File: config.mk
export PLATFORM = sky130hd
export DESIGN_NAME = rank_transform_with_checks
export DESIGN_NICKNAME = d
export VERILOG_FILES = /design/src/hw/rtl/rt_pkg.sv /design/src/hw/rtl/rank_transform_with_checks.sv /design/src/hw/rtl/rt_ram.sv /design/src/hw/rtl/rt_ctrl.sv
export SDC_FILE = /design/constraint.sdc
export NUM_CORES = 2
export LEC_CHECK = 0
export BUFFER_PORTS_ARGS = -buffer_cell sky130_fd_sc_hd__buf_4
export CORE_UTILIZATION = 60
export DETAILED_ROUTE_END_ITERATION = 8
export PLACE_DENSITY = 0.76
export RECOVER_POWER = 100
export SLEW_MARGIN = 15
export SYNTH_ARGS = -nofsm -noshare
export SYNTH_HDL_FRONTEND = slang
export SYNTH_SLANG_ARGS = --single-unit
File: constraint.sdc
create_clock -name clk -period 6.65 [get_ports clk]
set_input_delay 0.665 -clock clk [delete_from_list [all_inputs] [get_ports clk]]
set_output_delay 0.665 -clock clk [all_outputs]
set_load 0.02 [all_outputs]
File: src/hw/rtl/rt_pkg.sv
// Shared types and constants for the rank transform block.
// Field widths, result status codes and the result struct used by the
// scan controller and the top level. No dependencies.
`default_nettype none

package rt_pkg;

	localparam int VALUE_W  = 32;
	localparam int STATUS_W = 2;
	localparam int RANK_W   = 6;

	// Result status codes
	localparam logic [STATUS_W-1:0] STATUS_RANK   = 2'd0;
	localparam logic [STATUS_W-1:0] STATUS_DUP    = 2'd1;
	localparam logic [STATUS_W-1:0] STATUS_SORTED = 2'd2;

	// One result offered by the scan controller to the output register
	typedef struct packed {
		logic                valid;
		logic [STATUS_W-1:0] status;
		logic [RANK_W-1:0]   rank;
		logic                end_of_run;
	} res_t;

endpackage

`default_nettype wire

File: src/hw/rtl/rank_transform_with_checks.sv
// Top level of the rank transform: list loading, value RAM, scan controller
// and output register. Uses rt_pkg, rt_ram and rt_ctrl.
//
//  channel  | handshake                  | payload
//  ---------+----------------------------+-----------------------------
//  item     | item_valid / item_stall    | value, last
//  result   | result_valid / result_stall| status, rank, end_of_run
//
// Loading accepts one element per cycle. After the element flagged last, the
// controller sweeps the RAM through its one read port with one comparator:
// a check pass over all element pairs, then, unless the check ends the run,
// a rank pass that emits one result per element and waits on output stalls.
// item_stall is high for the whole sweep. A result waits in the output
// register under result_stall while the next list loads.
// Reset clears the element count, the controller and the output valid; the
// RAM is not cleared; data from entries beyond the current list is never used.
`default_nettype none

module rank_transform_with_checks #(
	parameter int MAX_COUNT = 64
) (
	input  wire logic                               clk,
	input  wire logic                               arst_n,
	input  wire logic                               item_valid,
	output logic                                    item_stall,
	input  wire logic signed [rt_pkg::VALUE_W-1:0]  value,
	input  wire logic                               last,
	output logic                                    result_valid,
	input  wire logic                               result_stall,
	output logic      [rt_pkg::STATUS_W-1:0]        status,
	output logic      [rt_pkg::RANK_W-1:0]          rank,
	output logic                                    end_of_run
);
	import rt_pkg::*;

	localparam int AW = $clog2(MAX_COUNT);
	localparam int CW = $clog2(MAX_COUNT + 1);

	logic [CW-1:0]             cnt_q;
	logic                      in_xfer;
	logic                      not_full;
	logic                      wr_en;
	logic                      start;
	logic [AW-1:0]             start_last_idx;
	logic                      busy;
	logic                      rd_en;
	logic [AW-1:0]             rd_addr;
	logic signed [VALUE_W-1:0] rd_data;
	res_t                      res;
	logic                      take;
	logic                      out_valid_q;
	logic [STATUS_W-1:0]       status_q;
	logic [RANK_W-1:0]         rank_q;
	logic                      end_q;

	// Load phase: store elements until the RAM is full, drop the rest
	assign item_stall     = busy;
	assign in_xfer        = item_valid && !item_stall;
	assign not_full       = (cnt_q < CW'(MAX_COUNT));
	assign wr_en          = in_xfer && not_full;
	assign start          = in_xfer && last;
	assign start_last_idx = not_full ? cnt_q[AW-1:0] : AW'(MAX_COUNT - 1);

	always_ff @(posedge clk or negedge arst_n) begin
		if (!arst_n) begin
			cnt_q <= '0;
		end else if (start) begin
			cnt_q <= '0;
		end else if (wr_en) begin
			cnt_q <= cnt_q + CW'(1);
		end
	end

	rt_ram #(
		.WIDTH (VALUE_W),
		.DEPTH (MAX_COUNT)
	) u_ram (
		.clk     (clk),
		.wr_en   (wr_en),
		.wr_addr (cnt_q[AW-1:0]),
		.wr_data (value),
		.rd_en   (rd_en),
		.rd_addr (rd_addr),
		.rd_data (rd_data)
	);

	rt_ctrl #(
		.MAX_COUNT (MAX_COUNT)
	) u_ctrl (
		.clk            (clk),
		.arst_n         (arst_n),
		.start          (start),
		.start_last_idx (start_last_idx),
		.busy           (busy),
		.rd_en          (rd_en),
		.rd_addr        (rd_addr),
		.rd_data        (rd_data),
		.res            (res),
		.take           (take)
	);

	// Output register: load when empty or when its transfer completes
	assign take = res.valid && (!out_valid_q || !result_stall);

	always_ff @(posedge clk or negedge arst_n) begin
		if (!arst_n) begin
			out_valid_q <= 1'b0;
		end else if (take) begin
			out_valid_q <= 1'b1;
		end else if (!result_stall) begin
			out_valid_q <= 1'b0;
		end
	end

	always_ff @(posedge clk) begin
		if (take) begin
			status_q <= res.status;
			rank_q   <= res.rank;
			end_q    <= res.end_of_run;
		end
	end

	assign result_valid = out_valid_q;
	assign status       = status_q;
	assign rank         = rank_q;
	assign end_of_run   = end_q;

`ifndef SYNTHESIS
	a_no_rw_overlap: assert property (@(posedge clk) disable iff (!arst_n)
		!(wr_en && rd_en))
		else $error("RAM written and swept in the same cycle");
	a_count_bound: assert property (@(posedge clk) disable iff (!arst_n)
		cnt_q <= CW'(MAX_COUNT))
		else $error("element count beyond RAM depth");
	a_sweep_start: assert property (@(posedge clk) disable iff (!arst_n)
		$rose(busy) |-> $past(in_xfer && last))
		else $error("sweep started without a final element");
`endif

endmodule

`default_nettype wire

File: src/hw/rtl/rt_ram.sv
// Generic single-port-write, single-port-read RAM with registered read data.
// Width and depth are parameters; no dependencies.
`default_nettype none

module rt_ram #(
	parameter int WIDTH = 32,
	parameter int DEPTH = 64
) (
	input  wire logic                       clk,
	input  wire logic                       wr_en,
	input  wire logic [$clog2(DEPTH)-1:0]   wr_addr,
	input  wire logic [WIDTH-1:0]           wr_data,
	input  wire logic                       rd_en,
	input  wire logic [$clog2(DEPTH)-1:0]   rd_addr,
	output logic      [WIDTH-1:0]           rd_data
);

	logic [WIDTH-1:0] mem_q [DEPTH];

	// Write port
	always_ff @(posedge clk) begin
		if (wr_en) begin
			mem_q[wr_addr] <= wr_data;
		end
	end

	// Registered read port
	always_ff @(posedge clk) begin
		if (rd_en) begin
			rd_data <= mem_q[rd_addr];
		end
	end

endmodule

`default_nettype wire

File: src/hw/rtl/rt_ctrl.sv
// Scan controller: sweeps the stored list with one comparator, first for
// duplicates and order, then for ranks. Uses rt_pkg; reads the value RAM.
`default_nettype none

module rt_ctrl #(
	parameter int MAX_COUNT = 64
) (
	input  wire logic                                clk,
	input  wire logic                                arst_n,
	input  wire logic                                start,
	input  wire logic [$clog2(MAX_COUNT)-1:0]        start_last_idx,
	output logic                                     busy,
	output logic                                     rd_en,
	output logic      [$clog2(MAX_COUNT)-1:0]        rd_addr,
	input  wire logic signed [rt_pkg::VALUE_W-1:0]   rd_data,
	output rt_pkg::res_t                             res,
	input  wire logic                                take
);
	import rt_pkg::*;

	localparam int AW = $clog2(MAX_COUNT);

	localparam logic [2:0] S_IDLE = 3'd0;
	localparam logic [2:0] S_PREP = 3'd1;
	localparam logic [2:0] S_PLAT = 3'd2;
	localparam logic [2:0] S_SCAN = 3'd3;
	localparam logic [2:0] S_EMIT = 3'd4;

	logic [2:0]                state_q;
	logic [AW-1:0]             last_q;
	logic [AW-1:0]             p_q;
	logic [AW-1:0]             cq_q;
	logic signed [VALUE_W-1:0] pv_q;
	logic                      pass_q;
	logic                      dup_q;
	logic                      uns_q;
	logic [RANK_W-1:0]         rank_q;
	logic [STATUS_W-1:0]       res_status_q;
	logic [RANK_W-1:0]         res_rank_q;
	logic                      res_end_q;

	logic eq, gt, at_end, p_is_last, adj, dup_hit, uns_hit;

	// Compare the held element against the streamed one
	always_comb begin
		eq        = (pv_q == rd_data);
		gt        = (pv_q > rd_data);
		at_end    = (cq_q == last_q);
		p_is_last = (p_q == last_q);
		adj       = ({1'b0, cq_q} == ({1'b0, p_q} + {{AW{1'b0}}, 1'b1}));
		dup_hit   = eq && (cq_q != p_q);
		uns_hit   = adj && gt;
	end

	// Drive the RAM read port; reads only happen outside the load phase
	always_comb begin
		rd_en   = 1'b0;
		rd_addr = '0;
		case (state_q)
			S_PREP: begin
				rd_en   = 1'b1;
				rd_addr = p_q;
			end
			S_PLAT: begin
				rd_en   = 1'b1;
				rd_addr = '0;
			end
			S_SCAN: begin
				rd_en   = 1'b1;
				rd_addr = cq_q + AW'(1);
			end
			default: begin
				rd_en   = 1'b0;
				rd_addr = '0;
			end
		endcase
	end

	assign busy           = (state_q != S_IDLE);
	assign res.valid      = (state_q == S_EMIT);
	assign res.status     = res_status_q;
	assign res.rank       = res_rank_q;
	assign res.end_of_run = res_end_q;

	// Sequencer: outer index p, inner index cq, two passes
	always_ff @(posedge clk or negedge arst_n) begin
		if (!arst_n) begin
			state_q <= S_IDLE;
			pass_q  <= 1'b0;
			dup_q   <= 1'b0;
			uns_q   <= 1'b0;
		end else begin
			case (state_q)
				S_IDLE: begin
					if (start) begin
						pass_q  <= 1'b0;
						dup_q   <= 1'b0;
						uns_q   <= 1'b0;
						state_q <= S_PREP;
					end
				end
				S_PREP: begin
					state_q <= S_PLAT;
				end
				S_PLAT: begin
					state_q <= S_SCAN;
				end
				S_SCAN: begin
					if (!pass_q) begin
						dup_q <= dup_q | dup_hit;
						uns_q <= uns_q | uns_hit;
					end
					if (at_end) begin
						if (pass_q || !p_is_last) begin
							state_q <= pass_q ? S_EMIT : S_PREP;
						end else if (dup_q || dup_hit) begin
							state_q <= S_EMIT;
						end else if (!(uns_q || uns_hit)) begin
							state_q <= S_EMIT;
						end else begin
							pass_q  <= 1'b1;
							state_q <= S_PREP;
						end
					end
				end
				S_EMIT: begin
					if (take) begin
						state_q <= res_end_q ? S_IDLE : S_PREP;
					end
				end
				default: begin
					state_q <= S_IDLE;
				end
			endcase
		end
	end

	// Datapath registers: indices, held element, rank count, result
	always_ff @(posedge clk) begin
		case (state_q)
			S_IDLE: begin
				if (start) begin
					last_q <= start_last_idx;
					p_q    <= '0;
				end
			end
			S_PLAT: begin
				pv_q   <= rd_data;
				cq_q   <= '0;
				rank_q <= '0;
			end
			S_SCAN: begin
				if (pass_q && gt) begin
					rank_q <= rank_q + RANK_W'(1);
				end
				if (at_end) begin
					if (pass_q) begin
						res_status_q <= STATUS_RANK;
						res_rank_q   <= rank_q + {{(RANK_W-1){1'b0}}, gt};
						res_end_q    <= p_is_last;
					end else if (!p_is_last) begin
						p_q <= p_q + AW'(1);
					end else if (dup_q || dup_hit) begin
						res_status_q <= STATUS_DUP;
						res_rank_q   <= '0;
						res_end_q    <= 1'b1;
					end else if (!(uns_q || uns_hit)) begin
						res_status_q <= STATUS_SORTED;
						res_rank_q   <= '0;
						res_end_q    <= 1'b1;
					end else begin
						p_q <= '0;
					end
				end else begin
					cq_q <= cq_q + AW'(1);
				end
			end
			S_EMIT: begin
				if (take && !res_end_q) begin
					p_q <= p_q + AW'(1);
				end
			end
			default: begin
				p_q <= p_q;
			end
		endcase
	end

`ifndef SYNTHESIS
	a_scan_in_range: assert property (@(posedge clk) disable iff (!arst_n)
		(state_q == S_SCAN) |-> (cq_q <= last_q && p_q <= last_q))
		else $error("scan index past end of list");
	a_check_result_ends: assert property (@(posedge clk) disable iff (!arst_n)
		(res.valid && res.status != STATUS_RANK) |-> (res.end_of_run && res.rank == '0))
		else $error("check result without end of run or with nonzero rank");
	a_emit_holds: assert property (@(posedge clk) disable iff (!arst_n)
		(res.valid && !take) |=> (res.valid && $stable(res_rank_q) && $stable(res_end_q)))
		else $error("pending result changed before transfer");
`endif

endmodule

`default_nettype wire
## Word-level counts from Yosys, hierarchy flattened

Memories as Yosys holds them, arrays and structs flattened. A register that Yosys moved wholly into a read port is not among the register bits.
Index checks and enable logic that the tools add are counted.

- Input bits: 37
- RAM bits: 2048
- Memories: 1
- Register bits after elaboration: 88

- Eq/ne operators: 23
- Magnitude comparators: 2
- Reduce and logical (&&, ||, !) cells: 33
- Mux-type cells: 50
- Add/sub/neg operators: 6
- Bitwise gates (word level): 2

Memory list:

| memory | depth | bits a word | read ports | clocked after Yosys merged registers in | wr ports | RTL line | RTL |
|---|---|---|---|---|---|---|---|
| u_ram.mem_q | 64 | 32 | 1 | 1 | 1 | rt_ram.sv:18 | `logic [WIDTH-1:0] mem_q [DEPTH];` |

Operators with widths:

| cell | count |
|---|---|
| 2-to-1 mux 6 bit | 13 |
| case mux 6 bit (2 select lines) | 3 |
| equality test 32 bit | 1 |
| > comparator 32 bit | 1 |
| 2-to-1 mux 3 bit | 7 |
| adder 6 x 1 -> 6 bit, second input constant | 3 |
| case mux 6 bit (3 select lines) | 1 |
| 2-to-1 mux 1 bit | 17 |
| case mux 3 bit (5 select lines) | 1 |
| 2-to-1 mux 7 bit | 2 |
| equality test 6 bit | 2 |
| != test 2 x 1 -> 1 bit, second input constant | 6 |
| != test 2 bit, second input constant | 5 |
| logical AND 1 bit | 8 |
| nonzero test 2 bit | 4 |
| adder 6 x 1 -> 7 bit, second input constant | 1 |
| adder 7 x 1 -> 7 bit, second input constant | 1 |
| equality test 6 x 7 -> 1 bit | 1 |
| < comparator 7 bit, second input constant | 1 |
| AND reduction 7 bit | 1 |
| adder 6 x 1 -> 6 bit | 1 |
| equality test 3 x 2 -> 1 bit, second input constant | 2 |
| 2-to-1 mux 2 bit | 3 |
| != test 3 bit, second input constant | 2 |
| 15 further kinds | 29 |

## Longest topological paths before layout

- Depth in word-level cells: 10
- Gate-level depth with buffers: 14

## Cells and area by module

A second synthesis with hierarchy kept.

- Cell total of the unflattened synthesis: 3745
- Area, all modules: 83581.4 um^2

Modules (own cells, without submodules):

| module | times used | cells an instance | area an instance (um^2) |
|---|---|---|---|
| rt_ram | 1 | 3324 | 78835.6 |
| rt_ctrl | 1 | 367 | 4036.4 |
| rank_transform_with_checks | 1 | 54 | 709.4 |

## Worst setup path after synthesis

OpenSTA, ideal clock, no wires.

- Path kind: register -> register
- Start: register u_ctrl.state_q[1]
- End: memory u_ram.mem_q[62][0] (enable)
- Slack: 2.914 ns
- Cell stages (with the launch flop): 7
- Arrival: 3.315 ns
- Data required time: 6.229 ns
- Setup time: 0.421 ns
- Buffers on the path: 2
- Cells stage by stage: dfrtp_1 -> buf_2 -> buf_2 -> or3_1 -> nor4_1 -> nand3_1 -> nor2_1

- Cells in the longest elaborated chain, start to end: 6

RTL lines:

| what | RTL line | RTL |
|---|---|---|
| start, declared | rt_ctrl.sv:29 | `logic [2:0] state_q;` |
| start signal, assigned | rt_ctrl.sv:115 | `state_q <= pass_q ? S_EMIT : S_PREP;` |
| start signal, assigned | rt_ctrl.sv:128 | `state_q <= res_end_q ? S_IDLE : S_PREP;` |
| nonzero test 3 bit | rt_ctrl.sv:79 | `assign busy = (state_q != S_IDLE);` |
| via item_stall | rank_transform_with_checks.sv:25 | `output logic item_stall,` |
| logical NOT 1 bit | rank_transform_with_checks.sv:58 | `assign in_xfer = item_valid && !item_stall;` |
| logical AND 1 bit | rank_transform_with_checks.sv:58 |  |
| logical AND 1 bit | rank_transform_with_checks.sv:60 | `assign wr_en = in_xfer && not_full;` |
| 2-to-1 mux 1 bit | rt_ram.sv:22 | `if (wr_en) begin` |
| 2-to-1 mux 1 bit (not written as such) | rt_ram.sv:23 | `mem_q[wr_addr] <= wr_data;` |
| end, declared | rt_ram.sv:18 |  |

The timed path passes the listed nets, and every way through them passes these cells.

## Worst setup path in the final report

- Start: register u_ctrl.state_q[1]
- End: memory u_ram.mem_q[32][8] (enable)

- Cells in the longest elaborated chain, start to end: 6

RTL lines:

| what | RTL line |
|---|---|
| nonzero test 3 bit | rt_ctrl.sv:79 |
| logical NOT 1 bit | rank_transform_with_checks.sv:58 |
| logical AND 1 bit | rank_transform_with_checks.sv:58 |
| logical AND 1 bit | rank_transform_with_checks.sv:60 |
| 2-to-1 mux 1 bit | rt_ram.sv:22 |
| 2-to-1 mux 1 bit (not written as such) | rt_ram.sv:23 |

No other way between the ends.

==> qor.yml <==
status:
  status: "finished, violations left"
  violations: "design-rule violations, max-capacitance violations, max-slew violations"
layout:
  fillerInstances: 9475
  layout_common_cells: "2154 x edfxtp_1, 1179 x nand2_1, 507 x a211oi_1, 481 x and3_1, 263 x a31oi_1"
  layout.nets: 5846
  final_util_pct: 66.6
  layout-drive-gt1-share_pct: 9.46
  final_common_cell: "edfxtp_1"
  regArea_mm2: 0.0650
  multi_input_area_mm2: 0.0198
  syn2layout_area_growth_pct: 10.2
power_and_ir_drop:
  p_clk_share_pct: 26.0
  sequentialPowerShare_pct: 33.6
  internal_power_mw: 28.1
  swShare_pct: 39.3
  ir_worst_vdd_v: 0.000620
  switching_power_mw: 18.2
  total_leakage_power_nw: 31.8
  p_per_area_mw_per_mm2: 484
  power_mw: 46.3
  power_frac_comb_pct: 40.5
worst_hold_path:
  whs_path_depth: 4
  hold_end: "cnt_q[0]"
  hold_path.class: "in2reg"
  hp-start: "last"
global_routing:
  grt-ovfl-total: 0
  grt_max_degree: 168
  antenna_found_initial: 5
  grtUsageTotal_pct: 32.0
  grt_pass1_wl_um: 341000
  grt_pass1_vias: 51900
routing:
  routedWlPerCell_um: 30.0
  first_iter_violations: 8032
  drt_wl_total_um: 236000
  ant_nets: 0
  vias: 54200
  dr.pass1.iters: 8
  drcViolationCount: 16
  vias_per_cell: 6.89
critical_path:
  cp.arrival_ns: 6.33
  critPathLaunchType: "flop"
  cpMaxStageDelayCell: "nor2_1"
  critical_path_class: "reg2reg"
  max_stage_delay_ns: 2.49
  worst-path-max-fanout: 20
  crit_chain: "or3_1, nor4_1, nand2_1, nor2_1, buf_4"
  reg2reg_depth: 5
  cp-end-kind: "flop"
  r2r_setup_slack_ns: 0.84
  r2r_start: "u_ctrl.state_q[1]"
  r2r-end: "u_ram.mem_q[32][8]"
  critPathRequiredTime_ns: 7.17
sta:
  rsz0062_at_grt: "false"
  hold_viol_final: 0
  maxSlewViolCount: 3346
  setup_tns_ns: 0
  post-route-min-period_ns: 5.81
  slew_headroom_pct: -125
  setup_viol: 0
  tightest_slew_ns: 3.38
  finalClockSkew_ns: 0.0666
  timing.final.ws_setup_ns: 0.841
  final.period_utilization_pct: 87.4
  timing.fmax_mhz: 172
synthesis:
  synth_top_cell_by_area: "edfxtp_1"
  async_flop_share_pct: 0.646
  synth_area_per_cell_um2: 14.9
  ys_types: 64
  syn_inst: 5830
  yosys-top-cells-area: "edfxtp_1 74%, nand2_1 5.1%, a211oi_1 4.4%"
  syn_nets: 5905
  seq_area_frac_synth_pct: 74.9
  synth_edf_count: 2154
  yosysWarnings: 0
  ys.flop_type: "edfxtp_1"
  yosysTopAreaCellShare_pct: 74.5
  synth-seq-cells: 2168
  syn_area_mm2: 0.0869
die:
  chipHeight_um: 382
  num_io_pins: 48
  rows: 139
  die_w_um: 382
  dieArea_mm2: 0.146
  core_mm2: 0.144
  start_util_pct: 60.5
clock_network:
  cts_buffers: 205
  cts_resized: 0
  cts_num_sinks: 2168
  cts_hold_buf: 1
  htreeDepth: 4
  post_cts_buffers: 0
  cts_tree: "done"
  clock_path_buffers: 3
  path_clk_slew_ns: 0.06
  cts_root_buffer: "clkbuf_16"
  insertion_delay_ns: 0.85
placed_design:
  io_buffers: 47
  dp_hpwl_um: 124000
  dp_worst_setup_slack_ns: 1.98
  globalplace.congestion: 0.904
run:
  cap_violations: 91
layout make-up:
cell class,count,area share (%)
Clock buffer,242,5.52
Sequential cell,2168,67.9
Clock inverter,143,1.73
Inverter,39,0.153
Tap cell,1903,2.49
Multi-Input combinational cell,3172,20.7
Antenna cell,6,0.0157
Timing Repair Buffer,185,1.48
cells in the mapped netlist (30+ instances only):
master and instances:
and3_1 481, or4_1 31, nor2_1 108, a311oi_1 188
a211oi_1 506, a31oi_1 263, inv_1 39, mux4_2 64
nand2_1 1179, clkbuf_1 200, edfxtp_1 2154, ha_1 38
a22oi_1 63, buf_2 190, buf_4 34, nor4_2 30
cell families (layout without fill, tap and decap cells):
logic type                 Yosys count  in the layout  synth area share [%]
DFF                               2168           2168                  74.9
and+or+nand+nor                   1926           1926                  10.4
AOI/OAI and AO/OA                 1106           1106                  9.44
buffers and inverters              490            609                  2.66
muxes                               66             66                  1.68
adders and majority gates           38             38                 0.547
xor gates and xnor gates            36             36                 0.379
other                                0              6                     0
registers in the layout, indices dropped and copies added (netlist names), 2 cells and up:
register,count
u_ctrl.rank_q,6
rank,6
u_ctrl.p_q,6
u_ctrl.state_q,3
status,2
u_ctrl.cq_q,6
u_ctrl.res_rank_q,6
u_ram.mem_q,2048
u_ctrl.last_q,6
cnt_q,7
u_ctrl.pv_q,32
u_ram.rd_data,32
u_ctrl.res_status_q,2
critical path, delay by kind of cell, from the launching register on:
family        cells  cell delay (ns)
simple gates      4             4.17
buf+inv           1             0.61
flops             1             0.65
power by group through the flow:
stage	clock (mW)	sequential, mW	combinational [mW]
CTS	12.1	15.5	18.5
global placement	0	15.8	17.9
detailed placement	0	15.8	18.3
floorplan	0	15.7	12.7
finish	12.0	15.5	18.7
global route	12.6	15.5	19.9
how the worst max path moves through the flow:
| stage | startpoint | endpoint | slack, ns |
|---|---|---|---|
| floorplan | u_ctrl.state_q[1] | u_ram.mem_q[62][0] | 2.91 |
| global placement | u_ctrl.state_q[1] | u_ram.rd_data[1] | 2.12 |
| detailed placement | u_ctrl.state_q[1] | u_ram.rd_data[1] | 1.98 |
| CTS | u_ctrl.state_q[1] | u_ram.rd_data[19] | 1.95 |
| global route | u_ctrl.state_q[1] | u_ram.mem_q[32][8] | 0.90 |
| finish | u_ctrl.state_q[1] | u_ram.mem_q[32][8] | 0.84 |
metal layers:
metal / vias up / routed length [um] / GRT usage, %
met4: 2 / 11600 / 15.7
li1: 22600 / - / -
met3: 632 / 29000 / 6.80
met2: 3950 / 110000 / 49.4
met1: 26900 / 85300 / 43.8
met5: - / 13 / 0
metrics by stage:
step	cell area, um^2	instances	hold slack [ns]
2_1_floorplan	86900	5830	0.369
3_3_place_gp	89400	7465	0.404
3_5_place_dp	89400	7465	0.413
4_1_cts	96300	7851	0.118
5_1_grt	95700	7853	0.205
6_report	95700	7858	0.187
No activity file was read; power rests on OpenSTA's default activity.
